File: config.mk
export PLATFORM = sky130hd
export DESIGN_NAME = circle_ring_rasterizer_flat
export DESIGN_NICKNAME = d
export VERILOG_FILES = /design/src/rtl/crr_pkg.sv /design/src/rtl/crr_in_if.sv /design/src/rtl/crr_out_if.sv /design/src/rtl/crr_cfg_if.sv /design/src/rtl/circle_ring_rasterizer.sv /design/src/rtl/crr_front.sv /design/src/rtl/crr_queue.sv /design/src/rtl/crr_back.sv /design/src/flat_wrapper.sv
export VERILOG_INCLUDE_DIRS = /design/src /design/src/rtl
export SDC_FILE = /design/constraint.sdc
export NUM_CORES = 1
export LEC_CHECK = 0
export BUFFER_PORTS_ARGS = -buffer_cell sky130_fd_sc_hd__buf_2
export CORE_ASPECT_RATIO = 0.8
export CORE_UTILIZATION = 35
export CTS_CLUSTER_DIAMETER = 80
export DETAILED_ROUTE_END_ITERATION = 7
export PLACE_DENSITY = 0.61
export SLEW_MARGIN = 10
export SYNTH_ARGS = -nofsm -noshare
export SYNTH_HDL_FRONTEND = slang
export SYNTH_HIERARCHICAL = 1
export SYNTH_SLANG_ARGS = --single-unit
File: constraint.sdc
create_clock -name clk -period 7.7 [get_ports clk]
set_input_delay 0.77 -clock clk [delete_from_list [all_inputs] [get_ports clk]]
set_output_delay 0.77 -clock clk [all_outputs]
set_load 0.005 [all_outputs]
File: src/rtl/circle_ring_rasterizer_assert.svh
// Assertion macros used by the ring rasterizer back end (crr_back).
`ifndef CIRCLE_RING_RASTERIZER_ASSERT_SVH
`define CIRCLE_RING_RASTERIZER_ASSERT_SVH

`ifndef SYNTH

// Same-cycle implication, checked on every rising edge outside reset.
`define CRR_ASSERT_IMP(lbl, clk_s, rst_s, ante, cons, msg) \
  lbl: assert property (@(posedge clk_s) disable iff (rst_s) (ante) |-> (cons)) \
    else $error(msg);

// Next-cycle implication.
`define CRR_ASSERT_NEXT(lbl, clk_s, rst_s, ante, cons, msg) \
  lbl: assert property (@(posedge clk_s) disable iff (rst_s) (ante) |=> (cons)) \
    else $error(msg);

`else

`define CRR_ASSERT_IMP(lbl, clk_s, rst_s, ante, cons, msg)
`define CRR_ASSERT_NEXT(lbl, clk_s, rst_s, ante, cons, msg)

`endif

`endif

File: src/rtl/crr_pkg.sv
// Shared types and constants of the ring rasterizer.
`timescale 1ns / 1ps
`default_nettype none

package crr_pkg;

  localparam int COORD_W  = 10;
  localparam int RADIUS_W = 5;
  localparam int COLOR_W  = 8;
  localparam int ADDR_W   = 20;
  localparam int MASK_W   = 4;
  localparam int CFG_IDX_W = 2;

  localparam int MAX_RADIUS_DEF = 31;
  localparam int QUEUE_DEPTH    = 2;

  localparam logic [COORD_W-1:0] LINE_PITCH_RST = COORD_W'(320);
  localparam logic [COORD_W-1:0] LINE_COUNT_RST = COORD_W'(200);

  // Bit i is set when i mod 3 equals 1 (radii that take the stripe color).
  localparam logic [31:0] MOD3_ONE_MASK = 32'h9249_2492;

  typedef enum logic [CFG_IDX_W-1:0] {
    REG_LINE_PITCH = 2'd0,
    REG_LINE_COUNT = 2'd1
  } cfg_reg_t;

  typedef struct packed {
    logic [COORD_W-1:0]  cx;
    logic [COORD_W-1:0]  cy;
    logic [RADIUS_W-1:0] radius;
    logic [COLOR_W-1:0]  color;
  } ring_cmd_t;

  typedef struct packed {
    logic      valid;
    ring_cmd_t cmd;
  } q_head_t;

endpackage

`default_nettype wire

File: src/rtl/crr_in_if.sv
// Ring command channel.
`timescale 1ns / 1ps
`default_nettype none

interface crr_in_if;
  logic                          valid;
  logic                          ready;
  logic [crr_pkg::COORD_W-1:0]   center_x;
  logic [crr_pkg::COORD_W-1:0]   center_y;
  logic [crr_pkg::RADIUS_W-1:0]  radius;
  logic [crr_pkg::COLOR_W-1:0]   color_a;
  logic [crr_pkg::COLOR_W-1:0]   color_b;
  logic                          mode;

  modport source(output valid, center_x, center_y, radius, color_a, color_b, mode,
                 input ready);
  modport sink(input valid, center_x, center_y, radius, color_a, color_b, mode,
               output ready);
endinterface

`default_nettype wire

File: src/rtl/crr_out_if.sv
// Pixel step result channel.
`timescale 1ns / 1ps
`default_nettype none

interface crr_out_if;
  logic                         valid;
  logic                         ready;
  logic [crr_pkg::ADDR_W-1:0]   addr_pp;
  logic [crr_pkg::ADDR_W-1:0]   addr_pm;
  logic [crr_pkg::ADDR_W-1:0]   addr_mp;
  logic [crr_pkg::ADDR_W-1:0]   addr_mm;
  logic [crr_pkg::MASK_W-1:0]   on_screen;
  logic [crr_pkg::COLOR_W-1:0]  pixel_color;
  logic                         last;

  modport source(output valid, addr_pp, addr_pm, addr_mp, addr_mm, on_screen,
                 pixel_color, last, input ready);
  modport sink(input valid, addr_pp, addr_pm, addr_mp, addr_mm, on_screen,
               pixel_color, last, output ready);
endinterface

`default_nettype wire

File: src/rtl/crr_cfg_if.sv
// Configuration register write channel.
`timescale 1ns / 1ps
`default_nettype none

interface crr_cfg_if;
  logic                          valid;
  logic                          ready;
  logic [crr_pkg::CFG_IDX_W-1:0] index;
  logic [crr_pkg::COORD_W-1:0]   data;

  modport source(output valid, index, data, input ready);
  modport sink(input valid, index, data, output ready);
endinterface

`default_nettype wire

File: src/rtl/circle_ring_rasterizer.sv
// Ring rasterizer top level: configuration registers, front end, queue and walker.
//
// Channels: cmd takes one ring command (center, radius, two colors, mode);
// pix gives one result per step of the circle walk: four mirrored pixel
// offsets, an on-screen mask, the ring color and a last mark on the final
// step. cfg writes line_pitch (index 0) and line_count (index 1); it is
// always ready and other indexes are ignored.
// A ring of radius r yields at most 2*r+1 steps. The walker produces one
// step per cycle while pix is not stalled, and it takes the next ring from
// the two-entry command queue only when idle after the last step of a ring,
// so it never works on two rings at once. The first result of a ring passes
// three pipeline registers (coordinates, row products, output) after the
// walker loads the ring.
// Radii above MAX_RADIUS are clamped to it.
// Reset (rst, synchronous) empties the queue and pipeline and loads the
// registers with 320 and 200. When pix is stalled the whole walker pipeline
// holds; the front keeps accepting commands until the queue is full.
`timescale 1ns / 1ps
`default_nettype none

module circle_ring_rasterizer #(
  parameter int MAX_RADIUS = crr_pkg::MAX_RADIUS_DEF
) (
  input  wire logic  clk,
  input  wire logic  rst,
  crr_in_if.sink     cmd,
  crr_out_if.source  pix,
  crr_cfg_if.sink    cfg
);

  logic [crr_pkg::COORD_W-1:0] line_pitch;
  logic [crr_pkg::COORD_W-1:0] line_count;
  logic                        push;
  crr_pkg::ring_cmd_t          push_cmd;
  logic                        q_full;
  logic                        pop;
  crr_pkg::q_head_t            head;

  assign cfg.ready = 1'b1;

  always_ff @(posedge clk) begin
    if (rst) begin
      line_pitch <= crr_pkg::LINE_PITCH_RST;
      line_count <= crr_pkg::LINE_COUNT_RST;
    end else if (cfg.valid) begin
      unique case (cfg.index)
        crr_pkg::REG_LINE_PITCH: line_pitch <= cfg.data;
        crr_pkg::REG_LINE_COUNT: line_count <= cfg.data;
        default: ;
      endcase
    end
  end

  crr_front #(.MAX_RADIUS(MAX_RADIUS)) u_front (
    .cmd      (cmd),
    .q_full   (q_full),
    .push     (push),
    .push_cmd (push_cmd)
  );

  crr_queue u_queue (
    .clk      (clk),
    .rst      (rst),
    .push     (push),
    .push_cmd (push_cmd),
    .full     (q_full),
    .pop      (pop),
    .head     (head)
  );

  crr_back #(.MAX_RADIUS(MAX_RADIUS)) u_back (
    .clk        (clk),
    .rst        (rst),
    .head       (head),
    .pop        (pop),
    .line_pitch (line_pitch),
    .line_count (line_count),
    .pix        (pix)
  );

endmodule

`default_nettype wire

File: src/rtl/crr_front.sv
// Front end: accepts ring commands, clamps the radius and picks the ring color.
`timescale 1ns / 1ps
`default_nettype none

module crr_front #(
  parameter int MAX_RADIUS = crr_pkg::MAX_RADIUS_DEF
) (
  crr_in_if.sink              cmd,
  input  wire logic           q_full,
  output logic                push,
  output crr_pkg::ring_cmd_t  push_cmd
);

  localparam logic [crr_pkg::RADIUS_W-1:0] R_MAX = crr_pkg::RADIUS_W'(MAX_RADIUS);

  logic [crr_pkg::RADIUS_W-1:0] r_sat;
  logic                         stripe;

  assign cmd.ready = !q_full;
  assign push      = cmd.valid && !q_full;

  always_comb begin
    r_sat  = (cmd.radius > R_MAX) ? R_MAX : cmd.radius;
    stripe = cmd.mode && crr_pkg::MOD3_ONE_MASK[r_sat];

    push_cmd.cx     = cmd.center_x;
    push_cmd.cy     = cmd.center_y;
    push_cmd.radius = r_sat;
    push_cmd.color  = stripe ? cmd.color_b : cmd.color_a;
  end

endmodule

`default_nettype wire

File: src/rtl/crr_queue.sv
// Short command queue between the front end and the ring walker.
`timescale 1ns / 1ps
`default_nettype none

module crr_queue (
  input  wire logic                clk,
  input  wire logic                rst,
  input  wire logic                push,
  input  wire crr_pkg::ring_cmd_t  push_cmd,
  output logic                     full,
  input  wire logic                pop,
  output crr_pkg::q_head_t         head
);

  localparam int DEPTH = crr_pkg::QUEUE_DEPTH;
  localparam int PTR_W = (DEPTH > 1) ? $clog2(DEPTH) : 1;
  localparam int CNT_W = $clog2(DEPTH + 1);

  crr_pkg::ring_cmd_t mem [DEPTH];
  logic [PTR_W-1:0]   wr_ptr;
  logic [PTR_W-1:0]   rd_ptr;
  logic [CNT_W-1:0]   count;
  logic               do_push;
  logic               do_pop;

  assign full       = (count == CNT_W'(DEPTH));
  assign head.valid = (count != '0);
  assign head.cmd   = mem[rd_ptr];
  assign do_push    = push && !full;
  assign do_pop     = pop && head.valid;

  always_ff @(posedge clk) begin
    if (do_push) begin
      mem[wr_ptr] <= push_cmd;
    end
    if (rst) begin
      wr_ptr <= '0;
      rd_ptr <= '0;
      count  <= '0;
    end else begin
      if (do_push) begin
        wr_ptr <= (wr_ptr == PTR_W'(DEPTH - 1)) ? '0 : wr_ptr + 1'b1;
      end
      if (do_pop) begin
        rd_ptr <= (rd_ptr == PTR_W'(DEPTH - 1)) ? '0 : rd_ptr + 1'b1;
      end
      if (do_push && !do_pop) begin
        count <= count + 1'b1;
      end else if (do_pop && !do_push) begin
        count <= count - 1'b1;
      end
    end
  end

endmodule

`default_nettype wire

File: src/rtl/crr_back.sv
// Back end: walks the circle recurrence and forms the four pixel offsets per step.
`timescale 1ns / 1ps
`default_nettype none

`include "circle_ring_rasterizer_assert.svh"

module crr_back #(
  parameter int MAX_RADIUS = crr_pkg::MAX_RADIUS_DEF
) (
  input  wire logic                          clk,
  input  wire logic                          rst,
  input  wire crr_pkg::q_head_t              head,
  output logic                               pop,
  input  wire logic [crr_pkg::COORD_W-1:0]   line_pitch,
  input  wire logic [crr_pkg::COORD_W-1:0]   line_count,
  crr_out_if.source                          pix
);

  localparam int CW       = crr_pkg::COORD_W;
  localparam int RW       = crr_pkg::RADIUS_W;
  localparam int AW       = crr_pkg::ADDR_W;
  localparam int X_W      = RW + 1;
  localparam int Y_W      = RW + 1;
  localparam int D_W      = RW + 7;
  localparam int ROW_W    = CW + 1;
  localparam int COL_W    = CW + 2;
  localparam int STEP_CAP = 2 * MAX_RADIUS + 2;
  localparam int CNT_W    = $clog2(STEP_CAP + 1);

  // Walker state.
  logic                        busy;
  logic [X_W-1:0]              x;
  logic signed [Y_W-1:0]       y;
  logic signed [D_W-1:0]       delta;
  logic [CNT_W-1:0]            n;
  logic [CW-1:0]               cx;
  logic [CW-1:0]               cy;
  logic [crr_pkg::COLOR_W-1:0] color;

  logic [X_W-1:0]              x_next;
  logic signed [Y_W-1:0]       y_next;
  logic signed [D_W-1:0]       delta_next;
  logic [CNT_W-1:0]            n_next;
  logic                        step_last;
  logic signed [D_W-1:0]       err;
  logic signed [D_W-1:0]       y_ext;
  logic signed [D_W-1:0]       xi_ext;
  logic signed [D_W-1:0]       yd_ext;
  logic [X_W-1:0]              x_inc;
  logic signed [Y_W-1:0]       y_dec;

  // Stage 1: pixel coordinates of one step.
  logic                        v1;
  logic [ROW_W-1:0]            row_p1;
  logic signed [COL_W-1:0]     row_m1;
  logic [ROW_W-1:0]            col_p1;
  logic signed [COL_W-1:0]     col_m1;
  logic [crr_pkg::COLOR_W-1:0] color1;
  logic                        last1;

  // Stage 2: row products and bounds flags.
  logic                        v2;
  logic [AW-1:0]               prod_p2;
  logic [AW-1:0]               prod_m2;
  logic [CW-1:0]               col_p2;
  logic [CW-1:0]               col_m2;
  logic [crr_pkg::MASK_W-1:0]  ok2;
  logic [crr_pkg::COLOR_W-1:0] color2;
  logic                        last2;

  logic                        en;
  logic                        colp_ok;
  logic                        colm_ok;
  logic                        rowp_ok;
  logic                        rowm_ok;

  // The whole pipeline moves together; it halts only while a result waits.
  assign en  = !pix.valid || pix.ready;
  assign pop = !busy && head.valid;

  always_comb begin
    x_inc  = x + 1'b1;
    y_dec  = y - Y_W'(1);
    y_ext  = D_W'(y);
    xi_ext = $signed(D_W'(x_inc));
    yd_ext = D_W'(y_dec);
    err    = ((delta + y_ext) <<< 1) - $signed(D_W'(1));

    x_next     = x;
    y_next     = y;
    delta_next = delta;
    if (delta < 0 && err <= 0) begin
      x_next     = x_inc;
      delta_next = delta + (xi_ext <<< 1) + $signed(D_W'(1));
    end else if (delta > 0 && err > 0) begin
      y_next     = y_dec;
      delta_next = delta - ((yd_ext <<< 1) + $signed(D_W'(1)));
    end else begin
      // The diagonal step uses the new x and the old y.
      x_next     = x_inc;
      y_next     = y_dec;
      delta_next = delta + ((xi_ext - y_ext) <<< 1);
    end
    n_next    = n + 1'b1;
    step_last = (y_next < 0) || (n_next == CNT_W'(STEP_CAP));
  end

  always_comb begin
    colp_ok = ({1'b0, col_p1} < {2'b00, line_pitch});
    colm_ok = !col_m1[COL_W-1] && (col_m1[COL_W-2:0] < {1'b0, line_pitch});
    rowp_ok = (row_p1 < {1'b0, line_count});
    rowm_ok = !row_m1[COL_W-1] && (row_m1[COL_W-2:0] < {1'b0, line_count});
  end

  always_ff @(posedge clk) begin
    if (rst) begin
      busy      <= 1'b0;
      v1        <= 1'b0;
      v2        <= 1'b0;
      pix.valid <= 1'b0;
    end else begin
      if (pop) begin
        busy <= 1'b1;
      end else if (busy && en && step_last) begin
        busy <= 1'b0;
      end
      if (en) begin
        v1        <= busy;
        v2        <= v1;
        pix.valid <= v2;
      end
    end

    if (pop) begin
      cx    <= head.cmd.cx;
      cy    <= head.cmd.cy;
      color <= head.cmd.color;
      x     <= '0;
      y     <= $signed({1'b0, head.cmd.radius});
      delta <= $signed(D_W'(1)) - $signed(D_W'({head.cmd.radius, 1'b0}));
      n     <= '0;
    end else if (busy && en) begin
      x     <= x_next;
      y     <= y_next;
      delta <= delta_next;
      n     <= n_next;
    end

    if (en) begin
      // y is never negative while the walker is busy.
      row_p1 <= ROW_W'(cy) + ROW_W'(y[RW-1:0]);
      row_m1 <= $signed(COL_W'(cy)) - $signed(COL_W'(y[RW-1:0]));
      col_p1 <= ROW_W'(cx) + ROW_W'(x);
      col_m1 <= $signed(COL_W'(cx)) - $signed(COL_W'(x));
      color1 <= color;
      last1  <= step_last;

      prod_p2 <= row_p1[CW-1:0] * line_pitch;
      prod_m2 <= row_m1[CW-1:0] * line_pitch;
      col_p2  <= col_p1[CW-1:0];
      col_m2  <= col_m1[CW-1:0];
      ok2     <= {colm_ok && rowm_ok, colm_ok && rowp_ok,
                  colp_ok && rowm_ok, colp_ok && rowp_ok};
      color2  <= color1;
      last2   <= last1;

      pix.addr_pp     <= ok2[0] ? prod_p2 + AW'(col_p2) : '0;
      pix.addr_pm     <= ok2[1] ? prod_m2 + AW'(col_p2) : '0;
      pix.addr_mp     <= ok2[2] ? prod_p2 + AW'(col_m2) : '0;
      pix.addr_mm     <= ok2[3] ? prod_m2 + AW'(col_m2) : '0;
      pix.on_screen   <= ok2;
      pix.pixel_color <= color2;
      pix.last        <= last2;
    end
  end

  `CRR_ASSERT_IMP(a_step_cap, clk, rst, busy, n < CNT_W'(STEP_CAP), "step count past cap")
  `CRR_ASSERT_NEXT(a_load, clk, rst, pop, busy && n == '0 && x == '0, "ring load failed")
  `CRR_ASSERT_NEXT(a_ring_end, clk, rst, busy && en && step_last, !busy, "walker kept running")
  `CRR_ASSERT_IMP(a_offscreen, clk, rst, pix.valid && !pix.on_screen[3], pix.addr_mm == '0, "off-screen address not zero")

endmodule

`default_nettype wire

File: src/flat_wrapper.sv
// flat-port wrapper written by rule: the top's interface ports become plain ports
module circle_ring_rasterizer_flat 
#(
  parameter int MAX_RADIUS = crr_pkg::MAX_RADIUS_DEF
)
  (clk, rst, cmd_valid, cmd_center_x, cmd_center_y, cmd_radius, cmd_color_a, cmd_color_b, cmd_mode, cmd_ready, pix_valid, pix_addr_pp, pix_addr_pm, pix_addr_mp, pix_addr_mm, pix_on_screen, pix_pixel_color, pix_last, pix_ready, cfg_valid, cfg_index, cfg_data, cfg_ready);
  crr_in_if cmd_i ();
  crr_out_if pix_i ();
  crr_cfg_if cfg_i ();
  input  wire logic clk;
  input  wire logic rst;
  input wire logic [$bits(cmd_i.valid)-1:0] cmd_valid;
  input wire logic [$bits(cmd_i.center_x)-1:0] cmd_center_x;
  input wire logic [$bits(cmd_i.center_y)-1:0] cmd_center_y;
  input wire logic [$bits(cmd_i.radius)-1:0] cmd_radius;
  input wire logic [$bits(cmd_i.color_a)-1:0] cmd_color_a;
  input wire logic [$bits(cmd_i.color_b)-1:0] cmd_color_b;
  input wire logic [$bits(cmd_i.mode)-1:0] cmd_mode;
  output wire logic [$bits(cmd_i.ready)-1:0] cmd_ready;
  output wire logic [$bits(pix_i.valid)-1:0] pix_valid;
  output wire logic [$bits(pix_i.addr_pp)-1:0] pix_addr_pp;
  output wire logic [$bits(pix_i.addr_pm)-1:0] pix_addr_pm;
  output wire logic [$bits(pix_i.addr_mp)-1:0] pix_addr_mp;
  output wire logic [$bits(pix_i.addr_mm)-1:0] pix_addr_mm;
  output wire logic [$bits(pix_i.on_screen)-1:0] pix_on_screen;
  output wire logic [$bits(pix_i.pixel_color)-1:0] pix_pixel_color;
  output wire logic [$bits(pix_i.last)-1:0] pix_last;
  input wire logic [$bits(pix_i.ready)-1:0] pix_ready;
  input wire logic [$bits(cfg_i.valid)-1:0] cfg_valid;
  input wire logic [$bits(cfg_i.index)-1:0] cfg_index;
  input wire logic [$bits(cfg_i.data)-1:0] cfg_data;
  output wire logic [$bits(cfg_i.ready)-1:0] cfg_ready;
  assign cmd_i.valid = cmd_valid;
  assign cmd_i.center_x = cmd_center_x;
  assign cmd_i.center_y = cmd_center_y;
  assign cmd_i.radius = cmd_radius;
  assign cmd_i.color_a = cmd_color_a;
  assign cmd_i.color_b = cmd_color_b;
  assign cmd_i.mode = cmd_mode;
  assign cmd_ready = cmd_i.ready;
  assign pix_valid = pix_i.valid;
  assign pix_addr_pp = pix_i.addr_pp;
  assign pix_addr_pm = pix_i.addr_pm;
  assign pix_addr_mp = pix_i.addr_mp;
  assign pix_addr_mm = pix_i.addr_mm;
  assign pix_on_screen = pix_i.on_screen;
  assign pix_pixel_color = pix_i.pixel_color;
  assign pix_last = pix_i.last;
  assign pix_i.ready = pix_ready;
  assign cfg_i.valid = cfg_valid;
  assign cfg_i.index = cfg_index;
  assign cfg_i.data = cfg_data;
  assign cfg_ready = cfg_i.ready;
  circle_ring_rasterizer #(.MAX_RADIUS(MAX_RADIUS)) u_core (.clk(clk), .rst(rst), .cmd(cmd_i), .pix(pix_i), .cfg(cfg_i));
endmodule
# After elaboration in Yosys (flattened, before gate mapping)
# Memory sizes are Yosys's and may differ from the RTL's. A register that Yosys moved wholly into a read port is not among the register bits.
# Cells that the tools add are included.
# Widths: inputs -> output; s select.
# totals
ff_bits	308
latch_bits	0
mem_bits_rw	66
romBits	32
output_inout_bits	96
mem_count	2
# op_classes
add_sub_neg	24
n_mul	2
div_mod_pow	0
magnitude_cmp	11
n_eq_ne	4
n_shift	0
n_mux	22
n_bitwise	0
n_reduce_logical	34
# memory_table
name	words	width	read_ports	rd_clocked_by_memory_dff	wr	line_no	rtl
u_core.u_queue.mem	2	33	1	1	1	crr_queue.sv:19	crr_pkg::ring_cmd_t mem [DEPTH];
(no name shown)	32	1	1	0	0	crr_front.sv:24	stripe = cmd.mode && crr_pkg::MOD3_ONE_MASK[r_sat];
# op_table
cell	count
$add 20x10->20	4
$mux 12	4
$lt 11x10->1	4
$mul 10x10->20	2
$gt 12x1->1 const B	2
$mux 6	3
$logic_and 1x1->1	17
$mux 5	3
$add 12x2->12 const B	1
$add 12x8->12	1
$add 12x9->12	1
$le 12x1->1 const B	1
$lt 12x1->1 const B	1
$sub 12x2->12 const B	1
$sub 12x8->12	1
$add 10x5->11	1
$add 10x6->11	1
$add 11x6->11	1
$sub 10x5->11	1
$sub 10x6->11	1
$mux 1	9
$add 7x2->8 const B	1
$mux 8	1
$reduce_bool 2->1	4
20 further kinds	31

# Logic depth before layout (Yosys ltp)
# depth
depth_word	10
depth_mapped	22
ltp_nobuf	21

# Cells and area by module
# The synthesis kept the hierarchy.
# by_module_without_submodules
mod	n_inst	cells_per_inst	area_per_inst_um2	seq_area_each_um2
crr_back	1	2045	21879.7	8167.8
crr_queue	1	128	2593.7	2082.0
circle_ring_rasterizer	1	83	864.6	400.4
crr_front	1	49	387.9	0.0

# Least setup slack after synthesis
# OpenSTA, ideal clock, no wires.
# synth_timing
path_kind	input port to flip-flop
from	input pix_ready
to	register u_core.u_back.y[0], enable pin
setup_ns	0.374
arrival_time_ns	6.740
required_ns	7.326
slack_ns	0.587
stages	5
n_path_buf	1
path_cell_list	nor2b_1 -> inv_1 -> nand2_1 -> clkbuf_1 -> o21ai_0
# synth_between
elab_chain_len	3
# synth_lines
item	line_no	rtl
start, declared	flat_wrapper.sv:28	input wire logic [$bits(pix_i.ready)-1:0] pix_ready;
$logic_or 1x1->1	crr_back.sv:78	assign en = !pix.valid || pix.ready;
$logic_and 1x1->1	crr_back.sv:142	end else if (busy && en) begin
$reduce_bool 2->1 (no source line)	-	
end signal, assigned	crr_back.sv:139	y <= $signed({1'b0, head.cmd.radius});
end signal, assigned	crr_back.sv:144	y <= y_next;
end, declared	crr_back.sv:33	logic signed [Y_W-1:0] y;
# Every way passes these cells.
# A chain may end at the register's enable or synchronous reset.

# Worst setup path after layout
# layout_timing
from	register u_core/line_pitch[3] (netlist bit)
to	register u_core.u_back.prod_p2[19], data pin
# layout_between
elab_chain_len	1
# layout_lines
item	line_no	rtl
start, declared	circle_ring_rasterizer.sv:31	logic [crr_pkg::COORD_W-1:0] line_pitch;
start signal, assigned	circle_ring_rasterizer.sv:43	line_pitch <= crr_pkg::LINE_PITCH_RST;
start signal, assigned	circle_ring_rasterizer.sv:47	crr_pkg::REG_LINE_PITCH: line_pitch <= cfg.data;
$mul 10x10->20	crr_back.sv:158	prod_p2 <= row_p1[CW-1:0] * line_pitch;
end signal, assigned	crr_back.sv:158	
end, declared	crr_back.sv:63	logic [AW-1:0] prod_p2;
# Every way passes these cells.

==> results.toml <==
[final_layout]
fin_nets = 2867
layout.cells.non_filler = 3395
drive_above_1_share_pct = 11.92
final_cell_mix = "edfxtp_1, ha_1, inv_1"
final_area_mm2 = 0.02871
fillers = 7008
layout_commonest_cell = "edfxtp_1"
num_antenna_cells = 0
areaGrowthSynthToFinish_pct = 11.60

[clock_network]
h-tree-depth = 2
cts_hold_buffers = 0
clock_latency_ps = 590
cts_tree = "built"
clk_pin_slew_ps = 60
cts_buffer_depth = 3
ctsRootBufferMaster = "clkbuf_16"
cts_sinks = 369
cts_setup_buffers = 0
ctsResizeCount = 0
cts_buffers = 44

[setup_path]
slowest_delay_ps = 830
startpoint = "u_core/line_pitch[3]$_SDFFE_PP0P_"
cp_slowest_cell = "dfxtp_1"
endpoint = "u_core/u_back/prod_p2[19]$_DFFE_PN_"
r2r.worst_path.cells = 19
r2r-end = "u_core/u_back/prod_p2[19]$_DFFE_PN_"
rrSetupSlack_ps = 1790
cp_cell_sequence = "nand2_1, fa_1, inv_1, fa_1, inv_1, fa_1, inv_1, fa_1, inv_1, fa_1, inv_1, ha_1, or3_1, o211ai_1, a31oi_1, o41a_1, a21o_1, a21oi_1, xnor2_1"
worst_setup_path_start_kind = "flip-flop"
cp.depth = 19
crit_type = "flip-flop to flip-flop"
path_max_fanout = 21
arrival_ps = 6230
crit_required_ps = 8020
cp-end-kind = "flip-flop"
crit_family = "adder cells"
reg2reg_from = "u_core/line_pitch[3]$_SDFFE_PP0P_"
critPathBufInv = 5

[logic_synthesis]
synth_area_per_cell_um2 = 11.16
yosys_warnings = 6
synthCells = 2305
async_reset_ff_share_pct = 0
synth-seq-area-share_pct = 41.40
synth_edf_count = 326
synth_area_mm2 = 0.02573
syn_nets = 2754
yosysUniqueCellTypes = 75
synth-seq-cells = 369
ys.flop_type = "edfxtp_1"

[timing]
finalCriticalPeriod_ps = 5907
setup_viol = 0
slew_violations = 0
hold_viol = 0
timing.final.crit_share_pct = 76.72
max_freq_mhz = 169.3
tightest_slew_ps = 1062
maxSlewHeadroom_pct = 29.23
rsz0062_at_grt = "no"
tns_ps = 0
fin_skew_ps = 14.50

[routing]
vias = 16850
drtPass1Iterations = 6
wire_per_inst_um = 17.00
via_per_inst = 4.962
antenna_left = 0
drt_iter0_markers = 776
drc = 0
drt-total-wl_um = 57710

[run]
maxCapViolations = 0

[placed_design]
dpl_cell_area_mm2 = 0.02727
dp_cells = 3317
dp_hpwl_um = 43850
portBuffers = 153
place_congestion = 0.8619

[global_route]
grt_max_degree = 88
use_met1_pct = 20.55
grt_pass1_vias = 17380
track_usage_pct = 15.60
antenna_found_initial = 0
grtUsageMet2_pct = 26.53
top_usage_layer = "met2"
met3_usage_pct = 2.349
gr-total-overflow = 0
grt_pass1_wl_um = 92940

[floorplanning]
die_w_um = 305.1
rows = 88
die_area_mm2 = 0.07460
core_mm2 = 0.07245
io_pins = 155
initial_core_util_pct = 35.51
fp.dieH_um = 244.5

[min_path]
hold_path_class = "primary input to flip-flop"

[power]
cellLeakagePower_nw = 12.65
power.total_mw = 13.41
power_density_mw_per_mm2 = 467.0
ir_drop_mv = 0.2389

[outcome]
status = "complete, no violations"
==> synth_stat cells (23+ instances only) <==
cell / instances / share of area, %
inv_1: 214 / 3.1
ha_1: 253 / 12
mux2i_1: 23 / 0.89
or3_1: 36 / 0.88
clkbuf_1: 60 / 0.88
nor2b_1: 32 / 0.78
a21o_1: 53 / 1.5
nand2_1: 152 / 2.2
buf_4: 23 / 0.67
xor2_1: 54 / 1.8
fa_1: 137 / 11
nand3_1: 38 / 0.74
nor2_1: 102 / 1.5
o21ai_0: 92 / 1.8
dfxtp_1: 43 / 3.3
nor3_1: 25 / 0.49
a21oi_1: 97 / 1.9
xnor2_1: 92 / 3.1
a21boi_0: 29 / 0.85
and2_1: 152 / 3.7
mux2_2: 39 / 1.7
nand2b_1: 43 / 1.0
edfxtp_1: 326 / 38
==> cell type report <==
class | count | area (um2) | area share, %
tap | 945 | 1182 | 4.118
inverter | 215 | 814.5 | 2.837
sequential | 369 | 10650 | 37.10
clock inverter | 27 | 282.8 | 0.9849
timing repair buffer | 160 | 818.3 | 2.850
clock buffer | 51 | 1159 | 4.036
multi-input combinational | 1628 | 13800 | 48.08
==> cell families (layout without fill, tap and decap cells) <==
family,Yosys count,after routing,synth area share (%)
AOI/OAI and AO/OA,383,383,9.649
xor gates and xnor gates,147,147,5.034
adders and majority gates,390,390,22.97
buffers and inverters,308,453,4.951
DFF,369,369,41.40
muxes,67,67,2.908
other,1,1,0.01458
and+or+nand+nor,640,640,13.08
==> sequential cells by signal, summed over array words and instances, names as in the netlist, 11 cells and up, named ones only <==
| name | flops |
|---|---|
| u_core/u_back/pix.addr_pp | 20 |
| u_core/u_back/prod_m2 | 19 |
| u_core/u_back/row_p1 | 11 |
| u_core/u_back/pix.addr_mp | 20 |
| u_core/u_back/prod_p2 | 20 |
| u_core/u_back/col_p1 | 11 |
| u_core/u_queue/mem | 66 |
| u_core/u_back/pix.addr_pm | 20 |
| u_core/u_back/delta | 12 |
| u_core/u_back/pix.addr_mm | 20 |
==> how the worst min path moves through the flow <==
| stage | startpoint | endpoint | slack, ps | cells after the start |
|---|---|---|---|---|
| after detailed placement | u_core/u_back/color1[6]$_DFFE_PN_ | u_core/u_back/color2[6]$_DFFE_PN_ | 400 | 0 |
| after floorplan | u_core/u_back/color[0]$_DFFE_PP_ | u_core/u_back/color1[0]$_DFFE_PN_ | 400 | 0 |
| after global routing | cmd_center_x[3] | u_core/u_queue/mem[1][26]$_DFFE_PP_ | 350 | 1 |
| after CTS | cmd_center_x[3] | u_core/u_queue/mem[0][26]$_DFFE_PP_ | 340 | 1 |
| final | cmd_center_x[3] | u_core/u_queue/mem[0][26]$_DFFE_PP_ | 380 | 1 |
| after global placement | u_core/u_back/color2[6]$_DFFE_PN_ | u_core/u_back/pix.pixel_color[6]$_DFFE_PN_ | 400 | 0 |
==> stage by stage <==
| step | setup slack (ps) | hold slack (ps) | util [%] |
|---|---|---|---|
| after CTS | 1769 | 336.0 | 39.63 |
| after detailed placement | 1786 | 404.5 | 37.64 |
| after global routing | 1425 | 348.3 | 39.63 |
| final | 1793 | 375.1 | 39.63 |
| after global placement | 1835 | 401.3 | 37.64 |
| after floorplan | 586.7 | 400.3 | - |
==> routing by layer <==
layer,vias up,wire length [um],share of wire (%)
li1,8217,-,-
met1,8208,26610,46
met2,344,27430,48
met3,77,2353,4.1
met4,0,1311,2.3
met5,-,0,0
==> power breakdown <==
group	total (mW)	internal, mW	switching [mW]
sequential	4.03	3.26	0.767
combinational	7.31	3.19	4.12
clock	2.07	1.22	0.846
total	13.4	7.67	5.74
Note: power is estimated with default switching activity, not from simulation.
